--- src/rtl/core/bpa_pkg.sv ---
// ----------------------------------------------------------------------------
// bpa_pkg
// Shared types and constants for the buddy page allocator: operation and
// status codes, controller states, datapath commands and status flags.
// ----------------------------------------------------------------------------
package bpa_pkg;

  // Fixed field widths
  localparam int OP_W   = 2;
  localparam int REQ_W  = 6;
  localparam int PIDX_W = 10;
  localparam int ORD_W  = 4;
  localparam int CNT_W  = 11;
  localparam int STS_W  = 2;

  typedef enum logic [OP_W-1:0] {
    OP_INIT  = 2'd0,
    OP_ALLOC = 2'd1,
    OP_FREE  = 2'd2
  } op_t;

  typedef enum logic [STS_W-1:0] {
    ST_OK   = 2'd0,
    ST_BIG  = 2'd1,
    ST_NONE = 2'd2
  } status_t;

  // Controller states
  typedef enum logic [4:0] {
    S_IDLE,
    S_DISPATCH,
    S_CLR,
    S_INIT_FIRST,
    S_INIT_CHK,
    S_FR_CHK,
    S_FR_TK,
    S_FR_DONE,
    S_MG_CHK,
    S_MG_TST,
    S_MG_LO,
    S_MG_UP,
    S_UNL1,
    S_UNL2,
    S_PUSH1,
    S_PUSH2,
    S_AL_CHK,
    S_AL_SCAN,
    S_AL_SPLIT,
    S_OUT
  } state_t;

  // Datapath micro-operations
  typedef enum logic [4:0] {
    CMD_NONE,
    CMD_ACCEPT,
    CMD_INIT_START,
    CMD_CLR,
    CMD_INIT_FIRST,
    CMD_INIT_FREE,
    CMD_INIT_INC,
    CMD_RD_INFO_P,
    CMD_FR_MARK,
    CMD_RD_INFO_B,
    CMD_MG_HI,
    CMD_MG_LO,
    CMD_MG_UP,
    CMD_RD_LINK,
    CMD_UNLINK,
    CMD_PUSH1,
    CMD_PUSH2,
    CMD_AL_INIT,
    CMD_O_INC,
    CMD_AL_TAKE,
    CMD_SPLIT,
    CMD_AL_FIN,
    CMD_RES_ZERO,
    CMD_RES_BIG,
    CMD_RES_NONE
  } cmd_t;

  // Datapath status toward the controller
  typedef struct packed {
    op_t  op;
    logic pin_ok;
    logic clr_last;
    logic init_more;
    logic taken;
    logic o_top;
    logic b_ok;
    logic buddy_free;
    logic req_big;
    logic head_ok;
    logic o_gt_req;
    logic split_b_ok;
  } stat_t;

endpackage

--- src/rtl/core/bpa_ctrl.sv ---
// ----------------------------------------------------------------------------
// bpa_ctrl
// Sequencer for the allocator: walks initialize, allocate and free through
// list unlink and push subroutines and drives one datapath command a cycle.
// ----------------------------------------------------------------------------
module bpa_ctrl (
  input  logic           clk,
  input  logic           rst_n,
  input  logic           in_valid,
  output logic           in_ready,
  output logic           out_valid,
  input  logic           out_ready,
  input  bpa_pkg::stat_t stat,
  output bpa_pkg::cmd_t  cmd
);

  bpa_pkg::state_t state_r, state_nxt;
  bpa_pkg::state_t ret_r, ret_nxt;
  logic            from_init_r, from_init_nxt;

  // State registers
  always_ff @(posedge clk) begin
    if (!rst_n) begin
      state_r     <= bpa_pkg::S_IDLE;
      ret_r       <= bpa_pkg::S_IDLE;
      from_init_r <= 1'b0;
    end else begin
      state_r     <= state_nxt;
      ret_r       <= ret_nxt;
      from_init_r <= from_init_nxt;
    end
  end

  // Next state and commands
  always_comb begin
    state_nxt     = state_r;
    ret_nxt       = ret_r;
    from_init_nxt = from_init_r;
    cmd           = bpa_pkg::CMD_NONE;
    in_ready      = 1'b0;
    out_valid     = 1'b0;
    case (state_r)
      bpa_pkg::S_IDLE: begin
        in_ready = 1'b1;
        if (in_valid) begin
          cmd       = bpa_pkg::CMD_ACCEPT;
          state_nxt = bpa_pkg::S_DISPATCH;
        end
      end
      bpa_pkg::S_DISPATCH: begin
        case (stat.op)
          bpa_pkg::OP_INIT: begin
            cmd       = bpa_pkg::CMD_INIT_START;
            state_nxt = bpa_pkg::S_CLR;
          end
          bpa_pkg::OP_ALLOC: state_nxt = bpa_pkg::S_AL_CHK;
          bpa_pkg::OP_FREE: begin
            from_init_nxt = 1'b0;
            state_nxt     = bpa_pkg::S_FR_CHK;
          end
          default: begin
            cmd       = bpa_pkg::CMD_RES_ZERO;
            state_nxt = bpa_pkg::S_OUT;
          end
        endcase
      end
      // Sweep every page back to taken at order zero
      bpa_pkg::S_CLR: begin
        cmd = bpa_pkg::CMD_CLR;
        if (stat.clr_last) state_nxt = bpa_pkg::S_INIT_FIRST;
      end
      bpa_pkg::S_INIT_FIRST: begin
        cmd       = bpa_pkg::CMD_INIT_FIRST;
        state_nxt = bpa_pkg::S_INIT_CHK;
      end
      bpa_pkg::S_INIT_CHK: begin
        if (stat.init_more) begin
          cmd           = bpa_pkg::CMD_INIT_FREE;
          from_init_nxt = 1'b1;
          state_nxt     = bpa_pkg::S_FR_CHK;
        end else begin
          cmd       = bpa_pkg::CMD_RES_ZERO;
          state_nxt = bpa_pkg::S_OUT;
        end
      end
      // Free one block, then merge upward
      bpa_pkg::S_FR_CHK: begin
        if (!from_init_r && !stat.pin_ok) begin
          state_nxt = bpa_pkg::S_FR_DONE;
        end else begin
          cmd       = bpa_pkg::CMD_RD_INFO_P;
          state_nxt = bpa_pkg::S_FR_TK;
        end
      end
      bpa_pkg::S_FR_TK: begin
        if (!stat.taken) begin
          state_nxt = bpa_pkg::S_FR_DONE;
        end else begin
          cmd       = bpa_pkg::CMD_FR_MARK;
          ret_nxt   = bpa_pkg::S_MG_CHK;
          state_nxt = bpa_pkg::S_PUSH1;
        end
      end
      bpa_pkg::S_FR_DONE: begin
        if (from_init_r) begin
          cmd       = bpa_pkg::CMD_INIT_INC;
          state_nxt = bpa_pkg::S_INIT_CHK;
        end else begin
          cmd       = bpa_pkg::CMD_RES_ZERO;
          state_nxt = bpa_pkg::S_OUT;
        end
      end
      bpa_pkg::S_MG_CHK: begin
        cmd = bpa_pkg::CMD_RD_INFO_B;
        if (stat.o_top || !stat.b_ok) state_nxt = bpa_pkg::S_FR_DONE;
        else                          state_nxt = bpa_pkg::S_MG_TST;
      end
      bpa_pkg::S_MG_TST: begin
        if (!stat.buddy_free) begin
          state_nxt = bpa_pkg::S_FR_DONE;
        end else begin
          cmd       = bpa_pkg::CMD_MG_HI;
          ret_nxt   = bpa_pkg::S_MG_LO;
          state_nxt = bpa_pkg::S_UNL1;
        end
      end
      bpa_pkg::S_MG_LO: begin
        cmd       = bpa_pkg::CMD_MG_LO;
        ret_nxt   = bpa_pkg::S_MG_UP;
        state_nxt = bpa_pkg::S_UNL1;
      end
      bpa_pkg::S_MG_UP: begin
        cmd       = bpa_pkg::CMD_MG_UP;
        ret_nxt   = bpa_pkg::S_MG_CHK;
        state_nxt = bpa_pkg::S_PUSH1;
      end
      // List subroutines
      bpa_pkg::S_UNL1: begin
        cmd       = bpa_pkg::CMD_RD_LINK;
        state_nxt = bpa_pkg::S_UNL2;
      end
      bpa_pkg::S_UNL2: begin
        cmd       = bpa_pkg::CMD_UNLINK;
        state_nxt = ret_r;
      end
      bpa_pkg::S_PUSH1: begin
        cmd       = bpa_pkg::CMD_PUSH1;
        state_nxt = bpa_pkg::S_PUSH2;
      end
      bpa_pkg::S_PUSH2: begin
        cmd       = bpa_pkg::CMD_PUSH2;
        state_nxt = ret_r;
      end
      // Allocate: scan orders, take head, split down
      bpa_pkg::S_AL_CHK: begin
        if (stat.req_big) begin
          cmd       = bpa_pkg::CMD_RES_BIG;
          state_nxt = bpa_pkg::S_OUT;
        end else begin
          cmd       = bpa_pkg::CMD_AL_INIT;
          state_nxt = bpa_pkg::S_AL_SCAN;
        end
      end
      bpa_pkg::S_AL_SCAN: begin
        if (stat.head_ok) begin
          cmd       = bpa_pkg::CMD_AL_TAKE;
          ret_nxt   = bpa_pkg::S_AL_SPLIT;
          state_nxt = bpa_pkg::S_UNL1;
        end else if (stat.o_top) begin
          cmd       = bpa_pkg::CMD_RES_NONE;
          state_nxt = bpa_pkg::S_OUT;
        end else begin
          cmd = bpa_pkg::CMD_O_INC;
        end
      end
      bpa_pkg::S_AL_SPLIT: begin
        if (stat.o_gt_req) begin
          cmd = bpa_pkg::CMD_SPLIT;
          if (stat.split_b_ok) begin
            ret_nxt   = bpa_pkg::S_AL_SPLIT;
            state_nxt = bpa_pkg::S_PUSH1;
          end
        end else begin
          cmd       = bpa_pkg::CMD_AL_FIN;
          state_nxt = bpa_pkg::S_OUT;
        end
      end
      bpa_pkg::S_OUT: begin
        out_valid = 1'b1;
        if (out_ready) state_nxt = bpa_pkg::S_IDLE;
      end
      default: state_nxt = bpa_pkg::S_IDLE;
    endcase
  end

  // One transaction in flight at a time
  a_no_overlap: assert property (@(posedge clk) disable iff (!rst_n)
    !(in_ready && out_valid))
    else $error("input and result both open");

  a_busy_after_accept: assert property (@(posedge clk) disable iff (!rst_n)
    (in_valid && in_ready) |=> (!in_ready && !out_valid))
    else $error("accepted transaction not being processed");

  a_result_drops: assert property (@(posedge clk) disable iff (!rst_n)
    (out_valid && out_ready) |=> (!out_valid && in_ready))
    else $error("result not retired after handshake");

endmodule

--- config.mk ---
export PLATFORM = sky130hd
export DESIGN_NAME = bpa_ctrl
export DESIGN_NICKNAME = d
export VERILOG_FILES = /design/src/rtl/core/bpa_pkg.sv /design/src/rtl/core/bpa_ctrl.sv
export SDC_FILE = /design/constraint.sdc
export NUM_CORES = 1
export LEC_CHECK = 0
export ABC_CLOCK_PERIOD_IN_PS = 3100
export BUFFER_PORTS_ARGS = -buffer_cell sky130_fd_sc_hd__clkbuf_2
export CORE_MARGIN = 2
export CORE_UTILIZATION = 55
export CTS_CLUSTER_SIZE = 16
export DETAILED_ROUTE_END_ITERATION = 6
export HOLD_SLACK_MARGIN = 0.06
export PLACE_DENSITY = 0.88
export SLEW_MARGIN = 30
export SYNTH_ARGS = -nofsm -noshare
export SYNTH_HDL_FRONTEND = slang
export SYNTH_SLANG_ARGS = --single-unit
--- constraint.sdc ---
create_clock -name clk -period 3.1 [get_ports clk]
set_clock_uncertainty 0.2 [all_clocks]
set_input_delay 0.31 -clock clk [delete_from_list [all_inputs] [get_ports clk]]
set_output_delay 0.31 -clock clk [all_outputs]
set_load 0.03 [all_outputs]
==> summary.md, run 1 <==
| Metric | Value |
|---|---|
| Worst hold path type | in -> reg |
| Startpoint Class | register |
| DRT Pass-1 Iters | 4 |
| Hold WS | 0.210 ns |
| Hold-fix buffers, CTS | 0 |
| I/O pins | 24 |
| Total CTS buffers | 3 |
| Synth-to-Final Area Change | 10.2% |
| RR Endpoint | ret_r[3] |
| Netlist Area Pre-Place | 0.00130 sq mm |
| Final HPWL DP | 3000 um |
| Fin crit share | 0.932 |
| CP max-delay cell | dfxtp_1 |
| Final nets | 225 |
| Vias/cell | 6.81 |
| Pwr Density | 833 mW/mm^2 |
| Inst Count DP | 228 |
| CP cell instances | nand2b_1, nor3_1, a41oi_1, o21ai_0, or3_1, clkbuf_2 |
| Crit path kind | reg -> out |
| Crit path capture | cmd[1] |
| RSZ-0062 raised after global routing | no |
| Synth area leader | dfxtp_1 |
| Post-Syn Nets | 209 |
| NetSw | 674 uW |
| Comb power frac | 0.725 |
| Worst Setup SP | state_r[4] |
| Sw Share | 0.563 |
| Root Buffer | clkbuf_4 |
| Final Power | 1.20 mW |
| Non-filler instance count after layout | 231 |
| Post-synth top flop | dfxtp_1 |
| CTS tree | done |
| MaxCap Viol Count | 0 |
| Share of layout cells above drive strength 1 | 0.217 |
| Slowest stage delay, CP | 0.73 ns |
| Post-CTS Resized | 0 |
| Worst-case clock buffer depth | 2 |
| Initial antenna violation count | 0 |
| Top post-synthesis cells by count | a21oi_1 (20), nor2_1 (20), nand2_1 (13) |
| Synthesized flop and latch total | 10 |
| Flop pwr share | 0.206 |
| Number of DRC markers in iteration 0 | 92 |
| YS warnings | 0 |
| Arrival time worst endpoint | 2.38 ns |
| Setup tns final | 0 ns |
| Top post-synthesis cells by area | dfxtp_1 (15%), a21oi_1 (7.7%), nor2_1 (5.8%), nor2b_1 (3.8%), nand2_1 (3.7%) |
| Die area | 0.00278 sq mm |
| Largest net degree at the start of global routing | 24 |
| WP depth | 6 |
| Slew Viols, Final | 0 |
| R2r setup slk | 0.62 ns |
| # H-tree levels | 1 |
| Die Y | 52.7 um |
| Worst EP required | 2.59 ns |
| Status | complete, no violations |
| Top-area cell type share of the netlist area | 0.154 |
| Vias in the first global route | 1392 |
| Clock network power share | 0.069 |
| Antenna diode instance count | 0 |
| Die X-Extent | 52.7 um |
| Final Hold Fails | 0 |
| Post-CTS Setup Bufs | 0 |
| Crit path buf inv count | 1 |
| Worst slew pin tran | 0.724 ns |
| Reg clk slew, reported paths | 0.05 ns |
| Number of cells produced by synthesis | 189 |
| Worst IR Drop VDD | 0.482 mV |
| DRC viols | 0 |
| Worst skew pair latency | 0.26 ns |
| Detailed Route WL | 3970 um |
| Leakage | 0.578 nW |
| EDFF count, synth | 0 |
| Async set-reset flop share out of synthesis | 0 |
| Global route total overflow | 0 |
| Avg Synthesized Cell Area | 6.90 sq um |
| Slew Limit Headroom | 0.517 |
| FP Rows | 17 |
| CP max FO | 20 |
| Layout filler cell count | 203 |
| Minimum clock period after layout | 2.89 ns |
| CP delay by family, top | simple AND/OR/NAND/NOR gates |
| Max Fclk | 0.346 GHz |
| Total vias in the final route | 1573 |
| Clk sinks | 10 |
| Count of final setup violators | 0 |
| Post-DRT Antenna Nets | 0 |
| First-pass GRT wire length | 6550 um |
| WL/cell | 17.2 um |
| Int Power | 523 uW |
| Synth unique cells | 56 |
| Initial Util | 0.584 |
| I/O Buffers | 23 |
| Final GP Congestion | 1.05 |
| Sequential cell area fraction in the yosys report | 0.154 |
| Reg2reg start | state_r[0] |
| Core Area | 0.00223 sq mm |
| CP endpoint kind | output pin |
| Worst Reg2Reg Path Length in Cells | 5 |
| GRT Overall Usage | 0.316 |
## per-stage QoR
stage | utilization | instance area (sq um) | worst slack [ns]
after detailed placement | 0.633 | 1410 | 0.577
after CTS | 0.643 | 1440 | 0.292
final | 0.643 | 1440 | 0.210
after floorplan | - | 1300 | 0.536
after global placement | 0.633 | 1410 | 0.626
after global routing | 0.643 | 1440 | 0.0687
## layout by cell type (no fill, tap or decap), types with 2 or more instances in the layout
| cell | Yosys | routed |
|---|---|---|
| dfxtp_1 | 10 | 10 |
| or2_2 | 2 | 2 |
| mux2i_1 | 2 | 2 |
| nand3_1 | 6 | 6 |
| nand2b_1 | 6 | 6 |
| or3_1 | 4 | 4 |
| clkbuf_4 | 0 | 3 |
| nor2_1 | 20 | 20 |
| nor3_1 | 8 | 8 |
| o21ai_0 | 5 | 5 |
| clkbuf_2 | 0 | 23 |
| o2111ai_1 | 2 | 2 |
| nor2b_1 | 8 | 8 |
| a31o_1 | 2 | 2 |
| nor4_2 | 2 | 2 |
| or3b_1 | 2 | 2 |
| buf_4 | 0 | 6 |
| and3_1 | 2 | 2 |
| a41oi_1 | 4 | 4 |
| a311oi_1 | 2 | 2 |
| nor3_2 | 2 | 2 |
| ha_1 | 3 | 3 |
| a21oi_1 | 20 | 20 |
| a211o_1 | 2 | 2 |
| a31oi_1 | 5 | 5 |
| and3b_1 | 2 | 2 |
| nand4_1 | 2 | 2 |
| nand2_1 | 13 | 13 |
| nor3b_1 | 4 | 4 |
| inv_1 | 3 | 3 |
| o21ai_1 | 3 | 3 |
| o21a_1 | 2 | 2 |
## cell type report
cell class | instances | area (sq um) | share of cell area
Clock buffer | 3 | 22.5 | 0.0157
Inverter | 4 | 15.0 | 0.0105
Multi-Input combinational cell | 157 | 1000 | 0.699
Sequential cell | 10 | 200 | 0.139
Tap cell | 28 | 35.0 | 0.0244
Timing Repair Buffer | 29 | 160 | 0.111
## flip-flops by register name (all words and copies together), names as in the netlist
name and cells:
state_r 5, ret_r 4, from_init_r 1
## cells by family after synthesis
logic type	count (synthesis)	share of synthesized area
AOI/OAI and AO/OA	58	0.293
muxes	3	0.0240
DFF	10	0.154
adders and majority gates	3	0.0288
and+or+nand+nor	92	0.417
buffers and inverters	22	0.0768
xor gates and xnor gates	1	0.00672
## worst min path at each step
stage | start | to | slack (ns) | cells past startpoint
final | rst_n | state_r[4] | 0.21 | 2
after global routing | rst_n | state_r[4] | 0.19 | 2
after CTS | rst_n | ret_r[1] | 0.19 | 3
after detailed placement | ret_r[0] | ret_r[0] | 0.24 | 2
after global placement | ret_r[1] | ret_r[1] | 0.24 | 2
after floorplan | ret_r[1] | ret_r[1] | 0.22 | 2
## power groups by stage
stage	sequential, mW	combinational, mW	clock, mW
6_report	0.247	0.867	0.0825
5_1_grt	0.253	0.937	0.0937
4_1_cts	0.241	0.853	0.0849
3_5_place_dp	0.244	0.851	0
3_3_place_gp	0.238	0.843	0
2_1_floorplan	0.169	0.727	0
## metal layers
| metal | global-route usage | wire length (um) | vias up |
|---|---|---|---|
| li1 | - | - | 729 |
| met1 | 0.421 | 1580 | 713 |
| met2 | 0.523 | 1870 | 116 |
| met3 | 0.0343 | 448 | 15 |
| met4 | 0.111 | 74 | 0 |
| met5 | 0 | 0 | - |
(Power assumes the default switching activity.)
==> run 2, diff against run 1 <==
- CELL_PAD_IN_SITES_DETAIL_PLACEMENT: default -> 2
- CELL_PAD_IN_SITES_GLOBAL_PLACEMENT: default -> 2
- CORE_UTILIZATION: 55 -> 33
- PLACE_DENSITY: 0.88 -> 0.94
==> run 2 against run 1 <==
Compared with the run above: clock power increased by 96%; cell count increased by 11%; maximum frequency decreased by 3.4%; design area increased by 6.1%; critical path type unchanged; critical endpoint is now cmd[0]; largest cell class unchanged; largest power group unchanged.
==> summary.md, run 2 (synthesis gave the netlist of run 1 again) <==
| Metric | Value |
|---|---|
| Status | complete, no violations (unchanged) |
| Worst-case clock buffer depth | 2 (unchanged) |
| Reg clk slew, reported paths | 0.05 ns (about the same) |
| Share of layout cells above drive strength 1 | 0.236 (was 0.217) |
| Largest reg by FF count | state_r (unchanged) |
| Total CTS buffers | 3 (unchanged) |
| Clk sinks | 10 (unchanged) |
| Setup tns final | 0 ns (unchanged) |
| Worst EP required | 2.59 ns (about the same) |
| Final HPWL DP | 4390 um (was 3000 um) |
| CTS tree | done (unchanged) |
| Post-CTS Setup Bufs | 0 (unchanged) |
| Count of final setup violators | 0 (unchanged) |
| Largest net degree at the start of global routing | 20 (was 24) |
| Initial Util | 0.351 (was 0.584) |
| First-pass GRT wire length | 9090 um (was 6550 um) |
| Global route total overflow | 0 (unchanged) |
| Worst slew pin tran | 0.724 ns (about the same) |
| # H-tree levels | 1 (unchanged) |
| Commonest non-fill, non-tap cell in the layout | clkbuf_2 (unchanged) |
| Post-DRT Antenna Nets | 0 (unchanged) |
| Die Y | 66.9 um (was 52.7 um) |
| Vias/cell | 6.19 (was 6.81) |
| Hold-fix buffers, CTS | 0 (unchanged) |
| Post-CTS Resized | 0 (unchanged) |
| Dpl cell area | 0.00147 sq mm (was 0.00141 sq mm) |
| Die area | 0.00447 sq mm (was 0.00278 sq mm) |
| Total vias in the final route | 1585 (was 1573) |
| Final setup margin | 0.109 ns (was 0.210 ns) |
| Final Power | 1.35 mW (was 1.20 mW) |
| Most frequent cells in the layout | clkbuf_2 (23), a21oi_1 (20), nor2_1 (20) (unchanged) |
| Int Power | 605 uW (was 523 uW) |
| Fin crit share | 0.965 (was 0.932) |
| FP Rows | 22 (was 17) |
| Vias in the first global route | 1711 (was 1392) |
| CP max FO | 19 (was 20) |
| Antenna diode instance count | 0 (unchanged) |
| Worst slack, placed | 0.389 ns (was 0.577 ns) |
| DRC viols | 0 (unchanged) |
| Final nets | 229 (was 225) |
| Max reg flops | 5 (unchanged) |
| Worst Reg2Reg Path Length in Cells | 5 (unchanged) |
| Detailed Route WL | 5590 um (was 3970 um) |
| Comb power frac | 0.697 (was 0.725) |
| I/O pins | 24 (unchanged) |
| Worst IR Drop VDD | 0.359 mV (was 0.482 mV) |
| I/O Buffers | 23 (unchanged) |
| RSZ-0062 raised after global routing | no (unchanged) |
| Startpoint Class | register (unchanged) |
| Sw Share | 0.551 (was 0.563) |
| Leakage | 0.613 nW (was 0.578 nW) |
| GRT Overall Usage | 0.271 (was 0.316) |
| Minimum clock period after layout | 2.99 ns (was 2.89 ns) |
| Final Hold Fails | 0 (unchanged) |
| Arrival time worst endpoint | 2.48 ns (was 2.38 ns) |
| Slew Limit Headroom | 0.517 (about the same) |
| Crit path kind | reg -> out (unchanged) |
| Largest regs | state_r x5, ret_r x4, from_init_r x1 (unchanged) |
| Max Fclk | 0.334 GHz (was 0.346 GHz) |
| Clock network power share | 0.120 (was 0.069) |
| NetSw | 743 uW (was 674 uW) |
| Flop pwr share | 0.183 (was 0.206) |
| Synth-to-Final Area Change | 16.9% (was 10.2%) |
| Worst skew pair latency | 0.23 ns (was 0.26 ns) |
| Pwr Density | 885 mW/mm^2 (was 833 mW/mm^2) |
| Worst hold path type | in -> reg (unchanged) |
| Number of DRC markers in iteration 0 | 90 (was 92) |
| DRT Pass-1 Iters | 4 (unchanged) |
| Root Buffer | clkbuf_8 (was clkbuf_4) |
| MaxCap Viol Count | 0 (unchanged) |
| Core Area | 0.00372 sq mm (was 0.00223 sq mm) |
| WL/cell | 21.9 um (was 17.2 um) |
| Die X-Extent | 66.9 um (was 52.7 um) |
| Post-route design area | 0.00152 sq mm (was 0.00144 sq mm) |
| Slew Viols, Final | 0 (unchanged) |
| Initial antenna violation count | 0 (unchanged) |
| Worst Hold Path Cells | 2 (unchanged) |
| CP endpoint kind | output pin (unchanged) |
| Final GP Congestion | 0.918 (was 1.05) |
-- run 2: power groups by stage --
stage               logic (mW)  clock network, mW  registers [mW]
floorplan                0.727                  0           0.169
global placement         0.892                  0           0.237
detailed placement       0.928                  0           0.244
CTS                      0.937              0.163           0.242
global route              1.02              0.173           0.250
finish                   0.940              0.162           0.246
-- run 2: worst paths after layout --
check / start / endpoint / slack (ns)
setup / recovery: state_r[2] / cmd[0] / 0.11
hold / removal: rst_n / state_r[4] / 0.24
setup reg to reg: state_r[2] / state_r[1] / 0.55
hold reg to reg: ret_r[1] / ret_r[1] / 0.26
-- run 2: per-stage QoR --
step / hold WS [ns] / util / cells
2_1_floorplan: 0.224 / - / 189
3_3_place_gp: 0.250 / 0.395 / 252
3_5_place_dp: 0.259 / 0.395 / 252
4_1_cts: 0.237 / 0.410 / 256
5_1_grt: 0.245 / 0.410 / 256
6_report: 0.237 / 0.410 / 256
-- run 2: worst max-delay path, cell delays in order (launching register included) --
cell and delay, ns:
dfxtp_1 0.76, nor3b_1 0.68, and3_1 0.34, a21oi_1 0.06, o21ai_0 0.07, or3b_1 0.13
clkbuf_2 0.20
-- run 2: final cells by class --
class / instances / area (sq um)
inverter: 4 / 15.0
timing repair buffer: 33 / 190
sequential: 10 / 200
multi-input combinational: 157 / 1000
tap: 48 / 60.1
fill: 461 / 2190
clock buffer: 4 / 55.1
-- run 2: layer usage --
layer	global-route usage	routed length, um	vias up
met5	0	0	-
met4	0.0740	127	0
met3	0.0338	239	14
met2	0.473	2750	53
met1	0.349	2480	780
li1	-	-	738
==> run 3, diff against run 2 <==
- REMOVE_ABC_BUFFERS: default -> 1
==> run 3 against run 2 <==
Compared with the run above: wire length rose by 5.6%; flip-flop and latch count did not move; non-clock buffer count rose by 2; power rose by 2.6%; critical path type unchanged; largest cell class unchanged; highest routed layer unchanged.
==> summary.md, run 3 (synthesis gave the netlist of run 1 again) <==
| Metric | Value |
|---|---|
| Int Power | 610 uW (was 605 uW) |
| Core Area | 0.00372 sq mm (unchanged) |
| CP endpoint kind | output pin (unchanged) |
| Reg clk slew, reported paths | 0.05 ns (about the same) |
| Multi-input gate area | 0.00100 sq mm (unchanged) |
| Final GP Congestion | 0.904 (was 0.918) |
| Leakage | 0.624 nW (was 0.613 nW) |
| Largest reg by FF count | state_r (unchanged) |
| Initial Util | 0.351 (unchanged) |
| Status | complete, no violations (unchanged) |
| Sw Share | 0.559 (was 0.551) |
| Worst hold path type | in -> reg (unchanged) |
| Layout filler cell count | 468 (was 461) |
| Worst skew pair latency | 0.24 ns (was 0.23 ns) |
| CTS tree | done (unchanged) |
| Vias in the first global route | 1730 (was 1711) |
| Slew Viols, Final | 0 (unchanged) |
| Slew Limit Headroom | 0.605 (was 0.517) |
| Clk sinks | 10 (unchanged) |
| Comb power frac | 0.723 (was 0.697) |
| Arrival time worst endpoint | 2.31 ns (was 2.48 ns) |
| Dpl cell area | 0.00148 sq mm (was 0.00147 sq mm) |
| Vias/cell | 6.28 (was 6.19) |
| Minimum clock period after layout | 2.82 ns (was 2.99 ns) |
| Largest regs | state_r x5, ret_r x4, from_init_r x1 (unchanged) |
| Final nets | 231 (was 229) |
| Count of final setup violators | 0 (unchanged) |
| Register area | 200 sq um (unchanged) |
| Post-DRT Antenna Nets | 0 (unchanged) |
| I/O pins | 24 (unchanged) |
| NetSw | 774 uW (was 743 uW) |
| Hold WS | 0.226 ns (was 0.237 ns) |
| Pwr Density | 899 mW/mm^2 (was 885 mW/mm^2) |
| Global route total overflow | 0 (unchanged) |
| Max reg flops | 5 (unchanged) |
| Worst-case clock buffer depth | 2 (unchanged) |
| Antenna diode instance count | 0 (unchanged) |
| Final Power | 1.38 mW (was 1.35 mW) |
| Hold-fix buffers, CTS | 0 (unchanged) |
| Commonest non-fill, non-tap cell in the layout | clkbuf_2 (unchanged) |
| Largest net degree at the start of global routing | 26 (was 20) |
| Root Buffer | clkbuf_8 (unchanged) |
| Post-CTS Resized | 0 (unchanged) |
| Flop pwr share | 0.161 (was 0.183) |
| I/O Buffers | 23 (unchanged) |
| First-pass GRT wire length | 9290 um (was 9090 um) |
| Max Fclk | 0.354 GHz (was 0.334 GHz) |
| Die Y | 66.9 um (unchanged) |
| Total vias in the final route | 1620 (was 1585) |
| Final HPWL DP | 4730 um (was 4390 um) |
| Share of layout cells above drive strength 1 | 0.243 (was 0.236) |
| RSZ-0062 raised after global routing | no (unchanged) |
| Crit path kind | reg -> out (unchanged) |
| Most frequent cells in the layout | clkbuf_2 (23), a21oi_1 (20), nor2_1 (20) (unchanged) |
| Post-route design area | 0.00154 sq mm (was 0.00152 sq mm) |
| CP max FO | 16 (was 19) |
| Final Hold Fails | 0 (unchanged) |
| Worst EP required | 2.59 ns (about the same) |
| Synth-to-Final Area Change | 18.0% (was 16.9%) |
| WL/cell | 22.9 um (was 21.9 um) |
| DRT Pass-1 Iters | 4 (unchanged) |
| Die area | 0.00447 sq mm (unchanged) |
| Post-CTS Setup Bufs | 0 (unchanged) |
| MaxCap Viol Count | 0 (unchanged) |
| Initial antenna violation count | 0 (unchanged) |
| Number of DRC markers in iteration 0 | 121 (was 90) |
| Setup tns final | 0 ns (unchanged) |
| DRC viols | 0 (unchanged) |
| Detailed Route WL | 5910 um (was 5590 um) |
| Worst IR Drop VDD | 0.387 mV (was 0.359 mV) |
| Total CTS buffers | 3 (unchanged) |
| Worst slew pin tran | 0.591 ns (was 0.724 ns) |
| Fin crit share | 0.911 (was 0.965) |
| # H-tree levels | 1 (unchanged) |
| FP Rows | 22 (unchanged) |
| GRT Overall Usage | 0.285 (was 0.271) |
| Die X-Extent | 66.9 um (unchanged) |
| Clock network power share | 0.116 (was 0.120) |
| Startpoint Class | register (unchanged) |
## run 3: critical path, stage by stage (launching register included)
cell and delay (ns):
dfxtp_1 0.69, nor2b_1 0.24, and2_1 0.31, a21oi_1 0.17
o21ai_0 0.12, or3b_1 0.36, clkbuf_2 0.19
## run 3: final timing paths
path	start	end	slack (ns)	depth (start not counted)
worst max-delay path	state_r[3]	cmd[0]	0.28	6
worst min register to register	ret_r[4]	ret_r[4]	0.27	2
worst max register to register	state_r[1]	state_r[1]	0.62	6
worst min-delay path	rst_n	state_r[4]	0.23	2
## run 3: cell type report
class / instances / share of cell area
Sequential cell: 10 / 0.130
Timing Repair Buffer: 35 / 0.133
Multi-Input combinational cell: 157 / 0.652
Clock buffer: 4 / 0.0358
Inverter: 4 / 0.00976
Tap cell: 48 / 0.0390
## run 3: metal layers
layer / wire (um) / part of all wire / global-route usage / vias to the layer above
met4: 228 / 0.039 / 0.153 / 0
met2: 2840 / 0.48 / 0.466 / 48
met5: 0 / 0 / 0 / -
met3: 232 / 0.039 / 0.0389 / 19
met1: 2610 / 0.44 / 0.360 / 810
li1: - / - / - / 743
## run 3: metrics by stage
stage	setup WS, ns	utilization	instances
finish	0.276	0.414	258
detailed placement	0.543	0.399	254
floorplan	0.427	-	171
global route	0.122	0.414	258
CTS	0.282	0.414	258
global placement	0.661	0.399	254
## run 3: power groups by stage
stage,logic (mW),clock network [mW],registers [mW]
4_1_cts,0.990,0.167,0.219
6_report,1.00,0.161,0.223
3_3_place_gp,0.929,0,0.214
2_1_floorplan,0.568,0,0.271
3_5_place_dp,0.985,0,0.222
5_1_grt,1.08,0.175,0.225
